[src/rrts_pkg.sv]
// Shared types, codes and helpers for the round-robin time-slice scheduler.
// Used by the controller, datapath and top level under src; depends on nothing.
`timescale 1ns / 1ps

package rrts_pkg;

   // default sizing, used as the defaults of the top-level and datapath parameters
   localparam int RING_DEPTH_DEF = 64;
   localparam int TIME_BITS_DEF  = 16;

   localparam int LIMIT_W = 7;
   localparam int ID_W    = 8;
   localparam int FTIME_W = 16;

   // command codes
   localparam logic [1:0] CMD_ADD    = 2'd0;
   localparam logic [1:0] CMD_SLICE  = 2'd1;
   localparam logic [1:0] CMD_FINISH = 2'd2;

   // placement codes
   localparam logic [1:0] PL_RING    = 2'd0;
   localparam logic [1:0] PL_WAIT    = 2'd1;
   localparam logic [1:0] PL_NOT_ADD = 2'd2;

   // event kinds
   localparam logic [1:0] EV_NONE   = 2'd0;
   localparam logic [1:0] EV_SLICE  = 2'd1;
   localparam logic [1:0] EV_FINISH = 2'd2;

   // register indexes
   localparam logic [1:0] CSR_ACTIVE_LIMIT = 2'd0;
   localparam logic [1:0] CSR_TIME_SLICE   = 2'd1;

   localparam logic [LIMIT_W-1:0] LIMIT_RESET = 7'd64;
   localparam int                 SLICE_RESET = 16;

   typedef struct packed {
      logic [1:0]         cmd;
      logic [ID_W-1:0]    job_id;
      logic [FTIME_W-1:0] job_time;
   } req_type;

   typedef struct packed {
      logic [1:0]         placement;
      logic [1:0]         event_kind;
      logic [ID_W-1:0]    event_job;
      logic [FTIME_W-1:0] event_delay;
      logic               error;
   } rsp_type;

   localparam rsp_type RSP_QUIET = '{
      placement:   PL_NOT_ADD,
      event_kind:  EV_NONE,
      event_job:   '0,
      event_delay: '0,
      error:       1'b0
   };

   typedef enum logic [1:0] {
      ST_IDLE,
      ST_EXEC,
      ST_NEXT,
      ST_OUT
   } ctrl_state_type;

   // controller to datapath
   typedef struct packed {
      logic capture;
      logic exec;
      logic resolve;
   } ctrl_type;

   // datapath to controller
   typedef struct packed {
      logic need_next;
   } status_type;

   // next event for a head job with remaining time t
   function automatic rsp_type make_event(logic [1:0] placement, logic [ID_W-1:0] id,
                                          logic [31:0] t, logic [31:0] slice);
      rsp_type r;
      r.placement = placement;
      r.event_job = id;
      r.error     = 1'b0;
      if (t > slice) begin
         r.event_kind  = EV_SLICE;
         r.event_delay = slice[FTIME_W-1:0];
      end else begin
         r.event_kind  = EV_FINISH;
         r.event_delay = t[FTIME_W-1:0];
      end
      return r;
   endfunction

endpackage

[src/rrts_ram.sv]
// Generic simple dual-port RAM: one write port, one read port, registered read.
// No dependencies.
`timescale 1ns / 1ps

module rrts_ram #(
   parameter int WIDTH = 24,
   parameter int DEPTH = 64
) (
   input  logic                                     clock,
   input  logic                                     wr_en,
   input  logic [((DEPTH > 1) ? $clog2(DEPTH) : 1)-1:0] wr_addr,
   input  logic [WIDTH-1:0]                         wr_data,
   input  logic [((DEPTH > 1) ? $clog2(DEPTH) : 1)-1:0] rd_addr,
   output logic [WIDTH-1:0]                         rd_data
);

   logic [WIDTH-1:0] mem_ff [DEPTH];
   logic [WIDTH-1:0] rd_data_ff;

   always_ff @(posedge clock) begin
      if (wr_en) begin
         mem_ff[wr_addr] <= wr_data;
      end
      rd_data_ff <= mem_ff[rd_addr];
   end

   assign rd_data = rd_data_ff;

endmodule

[src/rrts_ctrl.sv]
// Controller state machine of the scheduler: sequences one command at a time.
// Depends on rrts_pkg.
`timescale 1ns / 1ps

module rrts_ctrl (
   input  logic                clock,
   input  logic                reset,
   input  logic                req_valid,
   output logic                req_stall,
   output logic                rsp_valid,
   input  logic                rsp_stall,
   input  rrts_pkg::status_type status,
   output rrts_pkg::ctrl_type   ctrl
);

   rrts_pkg::ctrl_state_type state_ff, state_in;

   always_ff @(posedge clock) begin
      if (reset) begin
         state_ff <= rrts_pkg::ST_IDLE;
      end else begin
         state_ff <= state_in;
      end
   end

   always_comb begin
      state_in = state_ff;
      unique case (state_ff)
         rrts_pkg::ST_IDLE: begin
            if (req_valid) state_in = rrts_pkg::ST_EXEC;
         end
         rrts_pkg::ST_EXEC: begin
            state_in = status.need_next ? rrts_pkg::ST_NEXT : rrts_pkg::ST_OUT;
         end
         rrts_pkg::ST_NEXT: begin
            state_in = rrts_pkg::ST_OUT;
         end
         rrts_pkg::ST_OUT: begin
            if (!rsp_stall) state_in = rrts_pkg::ST_IDLE;
         end
         default: state_in = rrts_pkg::ST_IDLE;
      endcase
   end

   always_comb begin
      req_stall    = 1'b1;
      rsp_valid    = 1'b0;
      ctrl.capture = 1'b0;
      ctrl.exec    = 1'b0;
      ctrl.resolve = 1'b0;
      unique case (state_ff)
         rrts_pkg::ST_IDLE: begin
            req_stall    = 1'b0;
            ctrl.capture = req_valid;
         end
         rrts_pkg::ST_EXEC: ctrl.exec    = 1'b1;
         rrts_pkg::ST_NEXT: ctrl.resolve = 1'b1;
         rrts_pkg::ST_OUT:  rsp_valid    = 1'b1;
         default: ;
      endcase
   end

endmodule

[src/rrts_dpath.sv]
// Datapath of the scheduler: ring memory, head and count, config registers, result.
// Depends on rrts_pkg and rrts_ram.
`timescale 1ns / 1ps

module rrts_dpath #(
   parameter int RING_DEPTH = rrts_pkg::RING_DEPTH_DEF,
   parameter int TIME_BITS  = rrts_pkg::TIME_BITS_DEF
) (
   input  logic                       clock,
   input  logic                       reset,
   input  rrts_pkg::ctrl_type         ctrl,
   output rrts_pkg::status_type       status,
   input  rrts_pkg::req_type          req_data,
   input  logic                       csr_we,
   input  logic [1:0]                 csr_index,
   input  logic [15:0]                csr_data,
   output rrts_pkg::rsp_type          rsp_data
);

   localparam int PTR_W   = (RING_DEPTH > 1) ? $clog2(RING_DEPTH) : 1;
   localparam int CNT_W   = $clog2(RING_DEPTH + 1);
   localparam int SUM_W   = ((PTR_W > CNT_W) ? PTR_W : CNT_W) + 1;
   localparam int CMP_W   = (CNT_W > rrts_pkg::LIMIT_W) ? CNT_W : rrts_pkg::LIMIT_W;
   localparam int ENTRY_W = rrts_pkg::ID_W + TIME_BITS;

   // captured command
   logic [1:0]               cmd_ff, cmd_in;
   logic [rrts_pkg::ID_W-1:0] id_ff, id_in;
   logic [TIME_BITS-1:0]     time_ff, time_in;

   logic [PTR_W-1:0]         head_ff, head_in;
   logic [CNT_W-1:0]         count_ff, count_in;
   logic [rrts_pkg::LIMIT_W-1:0] limit_ff, limit_in;
   logic [TIME_BITS-1:0]     slice_ff, slice_in;
   rrts_pkg::rsp_type        result_ff, result_in;

   logic                     wr_en;
   logic [PTR_W-1:0]         wr_addr;
   logic [ENTRY_W-1:0]       wr_data;
   logic [PTR_W-1:0]         rd_addr;
   logic [ENTRY_W-1:0]       rd_data;

   logic [rrts_pkg::ID_W-1:0] rd_id;
   logic [TIME_BITS-1:0]     rd_time;
   logic [TIME_BITS-1:0]     charged_time;
   logic [PTR_W-1:0]         head_inc;
   logic [SUM_W-1:0]         tail_sum;
   logic [PTR_W-1:0]         tail;
   logic                     count_zero;
   logic                     count_one;
   logic                     room;

   rrts_ram #(
      .WIDTH (ENTRY_W),
      .DEPTH (RING_DEPTH)
   ) u_ring (
      .clock   (clock),
      .wr_en   (wr_en),
      .wr_addr (wr_addr),
      .wr_data (wr_data),
      .rd_addr (rd_addr),
      .rd_data (rd_data)
   );

   assign rd_id   = rd_data[ENTRY_W-1:TIME_BITS];
   assign rd_time = rd_data[TIME_BITS-1:0];

   assign head_inc = (head_ff == PTR_W'(RING_DEPTH - 1)) ? '0 : head_ff + PTR_W'(1);
   assign tail_sum = SUM_W'(head_ff) + SUM_W'(count_ff);
   assign tail     = (tail_sum >= SUM_W'(RING_DEPTH)) ? PTR_W'(tail_sum - SUM_W'(RING_DEPTH))
                                                      : PTR_W'(tail_sum);

   assign count_zero = (count_ff == '0);
   assign count_one  = (count_ff == CNT_W'(1));
   assign room       = (CMP_W'(count_ff) < CMP_W'(limit_ff)) &&
                       (count_ff < CNT_W'(RING_DEPTH));

   // slice charge saturates at zero
   assign charged_time = (rd_time > slice_ff) ? rd_time - slice_ff : '0;

   // head is read while idle; the entry after it is read during execute
   assign rd_addr = ctrl.exec ? head_inc : head_ff;

   always_comb begin
      status.need_next = 1'b0;
      if (!count_zero && !count_one) begin
         if (cmd_ff == rrts_pkg::CMD_SLICE) begin
            status.need_next = 1'b1;
         end else if (cmd_ff == rrts_pkg::CMD_FINISH && rd_id == id_ff) begin
            status.need_next = 1'b1;
         end
      end
   end

   always_comb begin
      cmd_in  = cmd_ff;
      id_in   = id_ff;
      time_in = time_ff;
      if (ctrl.capture) begin
         cmd_in  = req_data.cmd;
         id_in   = req_data.job_id;
         time_in = TIME_BITS'(req_data.job_time);
      end
   end

   always_comb begin
      limit_in = limit_ff;
      slice_in = slice_ff;
      if (csr_we) begin
         unique case (csr_index)
            rrts_pkg::CSR_ACTIVE_LIMIT: limit_in = csr_data[rrts_pkg::LIMIT_W-1:0];
            rrts_pkg::CSR_TIME_SLICE:   slice_in = TIME_BITS'(csr_data);
            default: ;
         endcase
      end
   end

   always_comb begin
      head_in   = head_ff;
      count_in  = count_ff;
      result_in = result_ff;
      wr_en     = 1'b0;
      wr_addr   = tail;
      wr_data   = {id_ff, time_ff};
      if (ctrl.exec) begin
         result_in = rrts_pkg::RSP_QUIET;
         unique case (cmd_ff)
            rrts_pkg::CMD_ADD: begin
               if (room) begin
                  wr_en    = 1'b1;
                  count_in = count_ff + CNT_W'(1);
                  result_in.placement = rrts_pkg::PL_RING;
                  if (count_zero) begin
                     result_in = rrts_pkg::make_event(rrts_pkg::PL_RING, id_ff,
                                                      32'(time_ff), 32'(slice_ff));
                  end
               end else begin
                  result_in.placement = rrts_pkg::PL_WAIT;
               end
            end
            rrts_pkg::CMD_SLICE: begin
               if (count_zero) begin
                  result_in.error = 1'b1;
               end else begin
                  // on a full ring the tail is the head itself
                  wr_en   = 1'b1;
                  wr_data = {rd_id, charged_time};
                  head_in = head_inc;
                  if (count_one) begin
                     result_in = rrts_pkg::make_event(rrts_pkg::PL_NOT_ADD, rd_id,
                                                      32'(charged_time), 32'(slice_ff));
                  end
               end
            end
            rrts_pkg::CMD_FINISH: begin
               if (count_zero || rd_id != id_ff) begin
                  result_in.error = 1'b1;
               end else begin
                  head_in  = head_inc;
                  count_in = count_ff - CNT_W'(1);
               end
            end
            default: ;
         endcase
      end else if (ctrl.resolve) begin
         result_in = rrts_pkg::make_event(result_ff.placement, rd_id,
                                          32'(rd_time), 32'(slice_ff));
      end
   end

   always_ff @(posedge clock) begin
      if (reset) begin
         head_ff  <= '0;
         count_ff <= '0;
         limit_ff <= rrts_pkg::LIMIT_RESET;
         slice_ff <= TIME_BITS'(rrts_pkg::SLICE_RESET);
      end else begin
         head_ff  <= head_in;
         count_ff <= count_in;
         limit_ff <= limit_in;
         slice_ff <= slice_in;
      end
   end

   always_ff @(posedge clock) begin
      cmd_ff    <= cmd_in;
      id_ff     <= id_in;
      time_ff   <= time_in;
      result_ff <= result_in;
   end

   assign rsp_data = result_ff;

endmodule

[src/round_robin_time_slice_scheduler.sv]
// Round-robin time-slice scheduler: top level joining controller and datapath.
// Depends on rrts_pkg, rrts_ctrl, rrts_dpath (and rrts_ram below it).
`timescale 1ns / 1ps

// One command is handled at a time. An accepted command passes the execute state,
// then, when the job that becomes the new head must be read back from the ring
// memory (a slice expiry or a finish with more than one job in the ring), a
// resolve state, before its result is offered. No new command is taken until the
// result transfer; the input is open again the next cycle. The resolve state comes
// from the ring memory: one registered read of the head, then one of the next head.
// Configuration writes are always ready and must be issued while the block is
// idle. The ring needs no clearing after reset.
module round_robin_time_slice_scheduler #(
   parameter int RING_DEPTH = rrts_pkg::RING_DEPTH_DEF,
   parameter int TIME_BITS  = rrts_pkg::TIME_BITS_DEF
) (
   input  logic              clock,
   input  logic              reset,
   input  logic              req_valid,
   output logic              req_stall,
   input  rrts_pkg::req_type req_data,
   output logic              rsp_valid,
   input  logic              rsp_stall,
   output rrts_pkg::rsp_type rsp_data,
   input  logic              csr_valid,
   output logic              csr_ready,
   input  logic [1:0]        csr_index,
   input  logic [15:0]       csr_data
);

   rrts_pkg::ctrl_type   ctrl;
   rrts_pkg::status_type status;

   assign csr_ready = 1'b1;

   rrts_ctrl u_ctrl (
      .clock     (clock),
      .reset     (reset),
      .req_valid (req_valid),
      .req_stall (req_stall),
      .rsp_valid (rsp_valid),
      .rsp_stall (rsp_stall),
      .status    (status),
      .ctrl      (ctrl)
   );

   rrts_dpath #(
      .RING_DEPTH (RING_DEPTH),
      .TIME_BITS  (TIME_BITS)
   ) u_dpath (
      .clock     (clock),
      .reset     (reset),
      .ctrl      (ctrl),
      .status    (status),
      .req_data  (req_data),
      .csr_we    (csr_valid && csr_ready),
      .csr_index (csr_index),
      .csr_data  (csr_data),
      .rsp_data  (rsp_data)
   );

`ifndef SYNTHESIS
   // an accepted command is executed in the very next cycle
   a_capture_then_exec: assert property (@(posedge clock) disable iff (reset)
      ctrl.capture |=> ctrl.exec)
      else $error("accepted command not executed next cycle");

   // no new command while a result is pending
   a_one_in_flight: assert property (@(posedge clock) disable iff (reset)
      rsp_valid |-> req_stall && !ctrl.exec && !ctrl.resolve)
      else $error("command work overlaps a pending result");

   // a result with no event carries zero job and delay
   a_quiet_event: assert property (@(posedge clock) disable iff (reset)
      rsp_valid && rsp_data.event_kind == rrts_pkg::EV_NONE
         |-> rsp_data.event_job == '0 && rsp_data.event_delay == '0)
      else $error("eventless result carries job or delay");
`endif

endmodule

[config.mk]
export PLATFORM = sky130hd
export DESIGN_NAME = round_robin_time_slice_scheduler
export DESIGN_NICKNAME = d
export VERILOG_FILES = /design/src/rrts_pkg.sv /design/src/rrts_ram.sv /design/src/rrts_ctrl.sv /design/src/rrts_dpath.sv /design/src/round_robin_time_slice_scheduler.sv
export SDC_FILE = /design/constraint.sdc
export NUM_CORES = 2
export LEC_CHECK = 0
export BUFFER_PORTS_ARGS = -buffer_cell sky130_fd_sc_hd__buf_2
export CORE_MARGIN = 2
export CORE_UTILIZATION = 43
export CTS_CLUSTER_DIAMETER = 40
export DETAILED_ROUTE_END_ITERATION = 16
export PLACE_DENSITY = 0.59
export SYNTH_ARGS = -nofsm -noshare
export SYNTH_HDL_FRONTEND = slang
export SYNTH_SLANG_ARGS = --single-unit
[constraint.sdc]
create_clock -name clock -period 7 [get_ports clock]
set_clock_uncertainty 0.05 [all_clocks]
set_input_delay 0.7 -clock clock [delete_from_list [all_inputs] [get_ports clock]]
set_output_delay 0.7 -clock clock [all_outputs]
set_load 0.02 [all_outputs]
======== Yosys cells after proc, flatten, opt, wreduce, memory -nomap -nowiden ========
Memories as Yosys holds them, arrays and structs flattened. A register that Yosys moved wholly into a read port is not among the register bits.
Index checks and enable logic that the tools add are counted.
cells by class
  reductions and logical operators ........ 18
  mux-type cells .......................... 48
  add/sub/neg operators ................... 6
  $lt $le $gt $ge ......................... 7
  eq/ne operators ......................... 15
operators by type and width
  kind                                                                                  number
  27-bit 2-to-1 mux                                                                     4
  24-bit 2-to-1 mux                                                                     3
  16-bit > comparator                                                                   4
  16-bit 2-to-1 mux                                                                     4
  28-bit case mux with 2 select lines                                                   1
  6-bit 2-to-1 mux                                                                      5
  29-bit 2-to-1 mux                                                                     1
  26-bit 2-to-1 mux                                                                     1
  1-bit 2-to-1 mux                                                                      17
  16-bit subtractor                                                                     1
  7-bit 2-to-1 mux                                                                      2
  7-bit case mux with 2 select lines                                                    1
  6-bit case mux with 2 select lines                                                    1
  2-bit 2-to-1 mux                                                                      5
  6-bit by 7-bit adder with 8-bit output                                                1
  8-bit equality test                                                                   1
  8-bit by 7-bit greater-or-equal comparator with 1-bit output (second input constant)  1
  2-bit != test (second input constant)                                                 4
  8-bit != test                                                                         1
  2-bit case mux with 4 select lines                                                    1
  4-bit AND reduction                                                                   2
  7-bit by 1-bit adder with 7-bit output (second input constant)                        1
  7-bit by 1-bit equality test with 1-bit output (second input constant)                1
  7-bit zero test                                                                       1
  17 further kinds                                                                      30
word-level totals
  memory bits (writable) .................. 1,536
  output and inout bits ................... 32
  memories kept ........................... 1
  bits in registers ....................... 93
  input port bits ......................... 49
  logic and storage cells ................. 108
memory list
  name                   words  width  rd ports  clocked after memory_dff  wr ports  RTL line        source
  u_dpath.u_ring.mem_ff  64     24     1         1                         1         rrts_ram.sv:17  logic [WIDTH-1:0] mem_ff [DEPTH];

======== Longest topological paths before layout ========
  depth in word-level cells ............... 8
  depth in mapped cells ................... 23
  mapped depth without buffers ............ 22

======== By module ========
From an unflattened synthesis, not the netlist that was laid out.
second synthesis, totals
  cells, all modules ...................... 3,289
  area total of the unflattened synthesis .. 65,781.8 um^2
modules (own cells, without submodules)
  module                            area each (um^2)  seq. area each (um^2)  cells an instance  times used
  rrts_ram                          59,295.6          46,604.7               2,610              1
  rrts_dpath                        6,282.3           2,372.3                656                1
  rrts_ctrl                         192.7             40.0                   21                 1
  round_robin_time_slice_scheduler  11.3              0.0                    2                  1

======== Least setup slack after synthesis ========
No wires, ideal clock.
  kind .................................... reg-to-reg
  start ................................... reg u_dpath.slice_ff[0]
  end ..................................... mem u_dpath.u_ring.mem_ff[0][14], data pin
  stages on the path, launching flop included .. 12
  buffers on the path ..................... 0
  clock period less this slack ............ 5.560 ns
  path slack .............................. 1.440 ns
  setup time .............................. 0.721 ns
  data required time ...................... 6.229 ns
  data arrival time ....................... 4.789 ns
  cells stage by stage .................... dfxtp_1 -> ha_1 -> inv_1 -> fa_1 -> a211oi_2 -> o21ai_2 -> o21ai_0 -> nor2_1 -> nor3_1 -> o21bai_1 -> xnor2_1 -> o31ai_1
on the way
  word-level cells in the longest chain between the ends .. 5
  elaborated cells between the ends (all ways) .. 6
  those cells by class .................... add/sub: 1; order compare: 1; mux: 4
ends and longest elaborated chain
  what                                                      RTL line           source
  start: declaration                                        rrts_dpath.sv:34   logic [TIME_BITS-1:0] slice_ff, slice_in;
  start signal: assignment                                  rrts_dpath.sv:176  slice_ff <= TIME_BITS'(rrts_pkg::SLICE_RESET);
  start signal: assignment                                  rrts_dpath.sv:181  slice_ff <= slice_in;
  16-bit subtractor or 16-bit > comparator (tied branches)  rrts_dpath.sv:79   assign charged_time = (rd_time > slice_ff) ? rd_time - slice_ff : '0;
  16-bit 2-to-1 mux (*)                                     rrts_dpath.sv:79
  24-bit 2-to-1 mux (*)                                     rrts_dpath.sv:142  if (count_zero) begin
  24-bit 2-to-1 mux (*)                                     rrts_dpath.sv:127  unique case (cmd_ff)
  24-bit 2-to-1 mux (*)                                     rrts_dpath.sv:125  if (ctrl.exec) begin
  named net u_dpath.u_ring.wr_data[14]                      rrts_ram.sv:12     input logic [WIDTH-1:0] wr_data,
  end: declaration                                          rrts_ram.sv:17
The timed path passes the listed nets; every way through them passes the cells marked *.

==> impl_results.md <==
- Initial DRT Pass Iterations: 6
- Synth Cell Area: 65,800 um2
- Status: finished, final reports clean
- Die Ht: 395 um
- Mapped Nets: around 3,700
- Placed inst area: 69,300 um2
- Post-route DRC violation count: 0
- # fillers: 12,200
- Core Box Area: about 150,000 um2
- Htree depth: 4
- Antenna violations before repair: 6
- RSZ-0062 raised after global routing: no
- Setup TNS: 0 ps
- Cell chain of the critical path: ha_1 -> inv_1 -> fa_1 -> a211oi_2 -> o21ai_2 -> o211a_4 -> o21ai_1 -> buf_4 -> a211oi_1 -> ha_1 -> nand3_1 -> nor4_1 -> buf_4 -> nand2_1 -> a311oi_1 -> o211ai_1 -> o221ai_2 -> nor2_2 -> o21ai_2 -> a221o_1
- GRT Total Usage: 22.4%
- Minimum hold slack: just under 60 ps
- Syn Inst Count: 3,569
- Avg Inst Size Synth: 18.4 um2
- Min-delay src: csr_data[8]
- Switch Pwr: ~8.3 mW
- Vias in the first global route: 34,900
- Total power: 28.8 mW
- Num ports: 81
- Synth cell types: 71
- Detail Route Antenna Nets: 0
- Grt ovf: 0
- Post_cts resized: 0
- Crit-path max cell delay: 690 ps
- Combined area of the multi-input logic cells: 16,100 um2
- EDFF count, synth: 1,591
- CTS tree: yes
- Seq/Total Area, Yosys: 74.5%
- Critical Path End Type: flip-flop
- Commonest non-fill, non-tap cell in the layout: edfxtp_1
- MaxCap Viol Count: 0
- Worst IR Drop VDD: between 400 and 500 uV
- Worst slew margin: a little under a fifth
- Initial Utilization: roughly 43%
- Setup crit start kind: flip-flop
- Switching part of the total power: a little under 30%
- First-pass GRT wire length: 251,000 um
- Sequential cell area: 49,000 um2
- HPWL after DPL: between 100,000 and 150,000 um
- Async set or reset register ratio after synthesis: 0%
- Slowest-stage cell, CP: o21ai_2
- Initial DRC Count: 3,890
- Tightest Pin Transition: 1210 ps
- Final Slew Violations: 0
- Worst Hold End: u_dpath.slice_ff[8]$_SDFFE_PP0P_
- Vias/cell: 5.76
- Fin crit share: 79.7%
- Yosys reg bits: 1,653
- WS Path Type: flip-flop to flip-flop
- Die width: 395 um
- Clock sink total: 1,653
- Top cell type by total area after synthesis: edfxtp_1
- Tmin final: roughly 5600 ps
- Layout Utilization: between 50% and 60%
- Routability cong.: between 0.8 and 0.9
- Design Area, Final: 76,700 um2
- Root Buffer: clkbuf_16
- Layout cells sized above 1: ~26%
- Worst-path maximum fanout: 14
- Worst R2R End: u_dpath.rsp_data[11]$_DFFE_PP_
- CP arrival: 6220 ps
- TritonCTS Buffers: 212
- Power Density: 376 nW/um2
- Port bufs: 79
- Min-Delay Path Class: input port to flip-flop
- Clock share of power: 37.2%
- Reg2reg setup slack: 1420 ps
- Leak: 24.6 nW
- Hold depth: 3
- Yosys warnings: 0
- Setup violators final: 0
- Clock tree buffer depth: 3
- Comb power frac: a little over a fifth
- FMAX: 0.179 GHz
- Pin count of the biggest net entering global routing: 97
- Internal: around 20 mW
- WL final: 175,000 um
- R2r worst-path depth: 20
- Crit path required time: around 7600 ps
- Clock transition at path regs: roughly 50 ps
- Final-stage net count: 3,958
- Sequential Power Share: 41.7%
- Post-synth top flop: edfxtp_1
- Num rows: between 100 and 150
- Top cell type's share of synthesized area: a little over 70%
- Die ar.: 156,000 um2
- Final hold vios: 0
- DR WL/cell: 28.9 um
- Largest cells by area after synthesis: edfxtp_1, mux4_2, nand2_1
- DR vias: around 35,000
- Setup Fix Bufs, Post-CTS: 0
- Commonest non-fill, non-tap cells in the layout: edfxtp_1, nand2_1, mux4_2
- Reg-to-reg critical path startpoint: u_dpath.slice_ff[0]$_SDFFE_PP0P_
- Area Overhead vs Synth: 16.6%
- Clk_lat worst skew: 830 ps
## flip-flops by register name (all words and copies together) (netlist names)
| signal | count |
|---|---|
| u_dpath.rsp_data | 29 |
| u_dpath.id_ff | 8 |
| u_dpath.u_ring.mem_ff | 1536 |
| u_dpath.count_ff | 7 |
| u_dpath.u_ring.rd_data | 24 |
| u_dpath.slice_ff | 16 |
| u_dpath.limit_ff | 7 |
| u_ctrl.state_ff | 2 |
| u_dpath.time_ff | 16 |
| u_dpath.cmd_ff | 2 |
| u_dpath.head_ff | 6 |
## worst max-delay path by stage
| stage | startpoint | endpoint | slack, ps | depth (start not counted) |
|---|---|---|---|---|
| after floorplan | u_dpath.slice_ff[0]$_SDFFE_PP0P_ | u_dpath.u_ring.mem_ff[0][14]$_DFFE_PP_ | 1440 | 11 |
| after detailed placement | u_dpath.slice_ff[0]$_SDFFE_PP0P_ | u_dpath.rsp_data[11]$_DFFE_PP_ | 1530 | 20 |
| after global placement | u_dpath.slice_ff[0]$_SDFFE_PP0P_ | u_dpath.rsp_data[11]$_DFFE_PP_ | 1520 | 20 |
| after CTS | u_dpath.slice_ff[0]$_SDFFE_PP0P_ | u_dpath.rsp_data[11]$_DFFE_PP_ | 1480 | 20 |
| final | u_dpath.slice_ff[0]$_SDFFE_PP0P_ | u_dpath.rsp_data[11]$_DFFE_PP_ | 1420 | 20 |
| after global routing | u_dpath.slice_ff[0]$_SDFFE_PP0P_ | u_dpath.rsp_data[9]$_DFFE_PP_ | 1150 | 20 |
## through the flow
| step | worst slack, ps | cells |
|---|---|---|
| 2_1_floorplan | 1440 | 3569 |
| 3_3_place_gp | 1520 | 5629 |
| 3_5_place_dp | 1530 | 5629 |
| 4_1_cts | 1480 | 6051 |
| 5_1_grt | 1150 | 6051 |
| 6_report | 1420 | 6053 |
## synthesized netlist by cell type, types with 4 or more instances
cell / instances
edfxtp_1: 1591
nand2_1: 497
mux4_2: 384
nand3_1: 205
nor2_1: 126
a21oi_1: 105
buf_2: 92
ha_1: 68
clkbuf_1: 62
dfxtp_1: 62
inv_1: 42
nand4_1: 34
nor3_1: 33
o21ai_0: 25
xor2_1: 25
a22o_1: 21
a221o_1: 16
mux2_2: 13
xnor2_1: 13
a21o_1: 11
buf_4: 11
buf_1: 10
nand2b_1: 9
mux2i_1: 8
nor2b_1: 7
nor4_1: 6
a211oi_1: 5
a31oi_1: 5
and2_1: 5
o21a_1: 5
o21ai_1: 5
o211ai_1: 4
o21bai_1: 4
o22ai_1: 4
## kinds of logic (layout without fill, tap and decap cells)
kind of cell	after synthesis	count (layout)	share of synthesized area, %
buffers and inverters	219	671	1.51
AOI/OAI and AO/OA	239	239	2.40
DFF	1653	1653	74.5
xor gates and xnor gates	38	38	0.506
adders and majority gates	70	70	1.35
other	1	3	0.00570
muxes	406	406	13.5
and+or+nand+nor	943	943	6.21
## timing repair
action | in CTS | in global routing
endpoints found under the setup margin | 0 | 0
hold endpoints to repair | 26 | 0
hold buffers | 26 | 0
## critical path, delay by kind of cell, from the launching register on
kind	cells	cell delay (ps)
compound gates	10	2810
buf+inv	3	570
fa+ha+maj	3	980
flops	1	430
simple gates	4	580
## metal layers
metal	vias to the layer above	global-route usage (%)	wire [um]
met5	-	0	26
li1	14800	-	-
met3	254	4.14	12300
met2	1386	35.7	84200
met1	18400	31.0	72700
met4	4	7.54	5480
## area by class of cell
class                           count  area share (%)
Sequential cell                  1653            63.9
Multi-Input combinational cell   1697            21.0
Tap cell                         2030            3.31
Antenna cell                        2         0.00652
Clock buffer                      246            7.19
Inverter                           42           0.206
Clock inverter                    150            2.06
Timing Repair Buffer              233            2.30
## power by group through the flow
stage,Sequential (mW),Clock (mW),Combinational [mW]
finish,12.0,10.7,6.09
global route,12.0,11.3,6.56
CTS,12.0,10.9,6.14
detailed placement,12.2,0,6.11
global placement,12.2,0,6.10
floorplan,12.3,0,3.96
No activity file was read; power rests on OpenSTA's default activity.
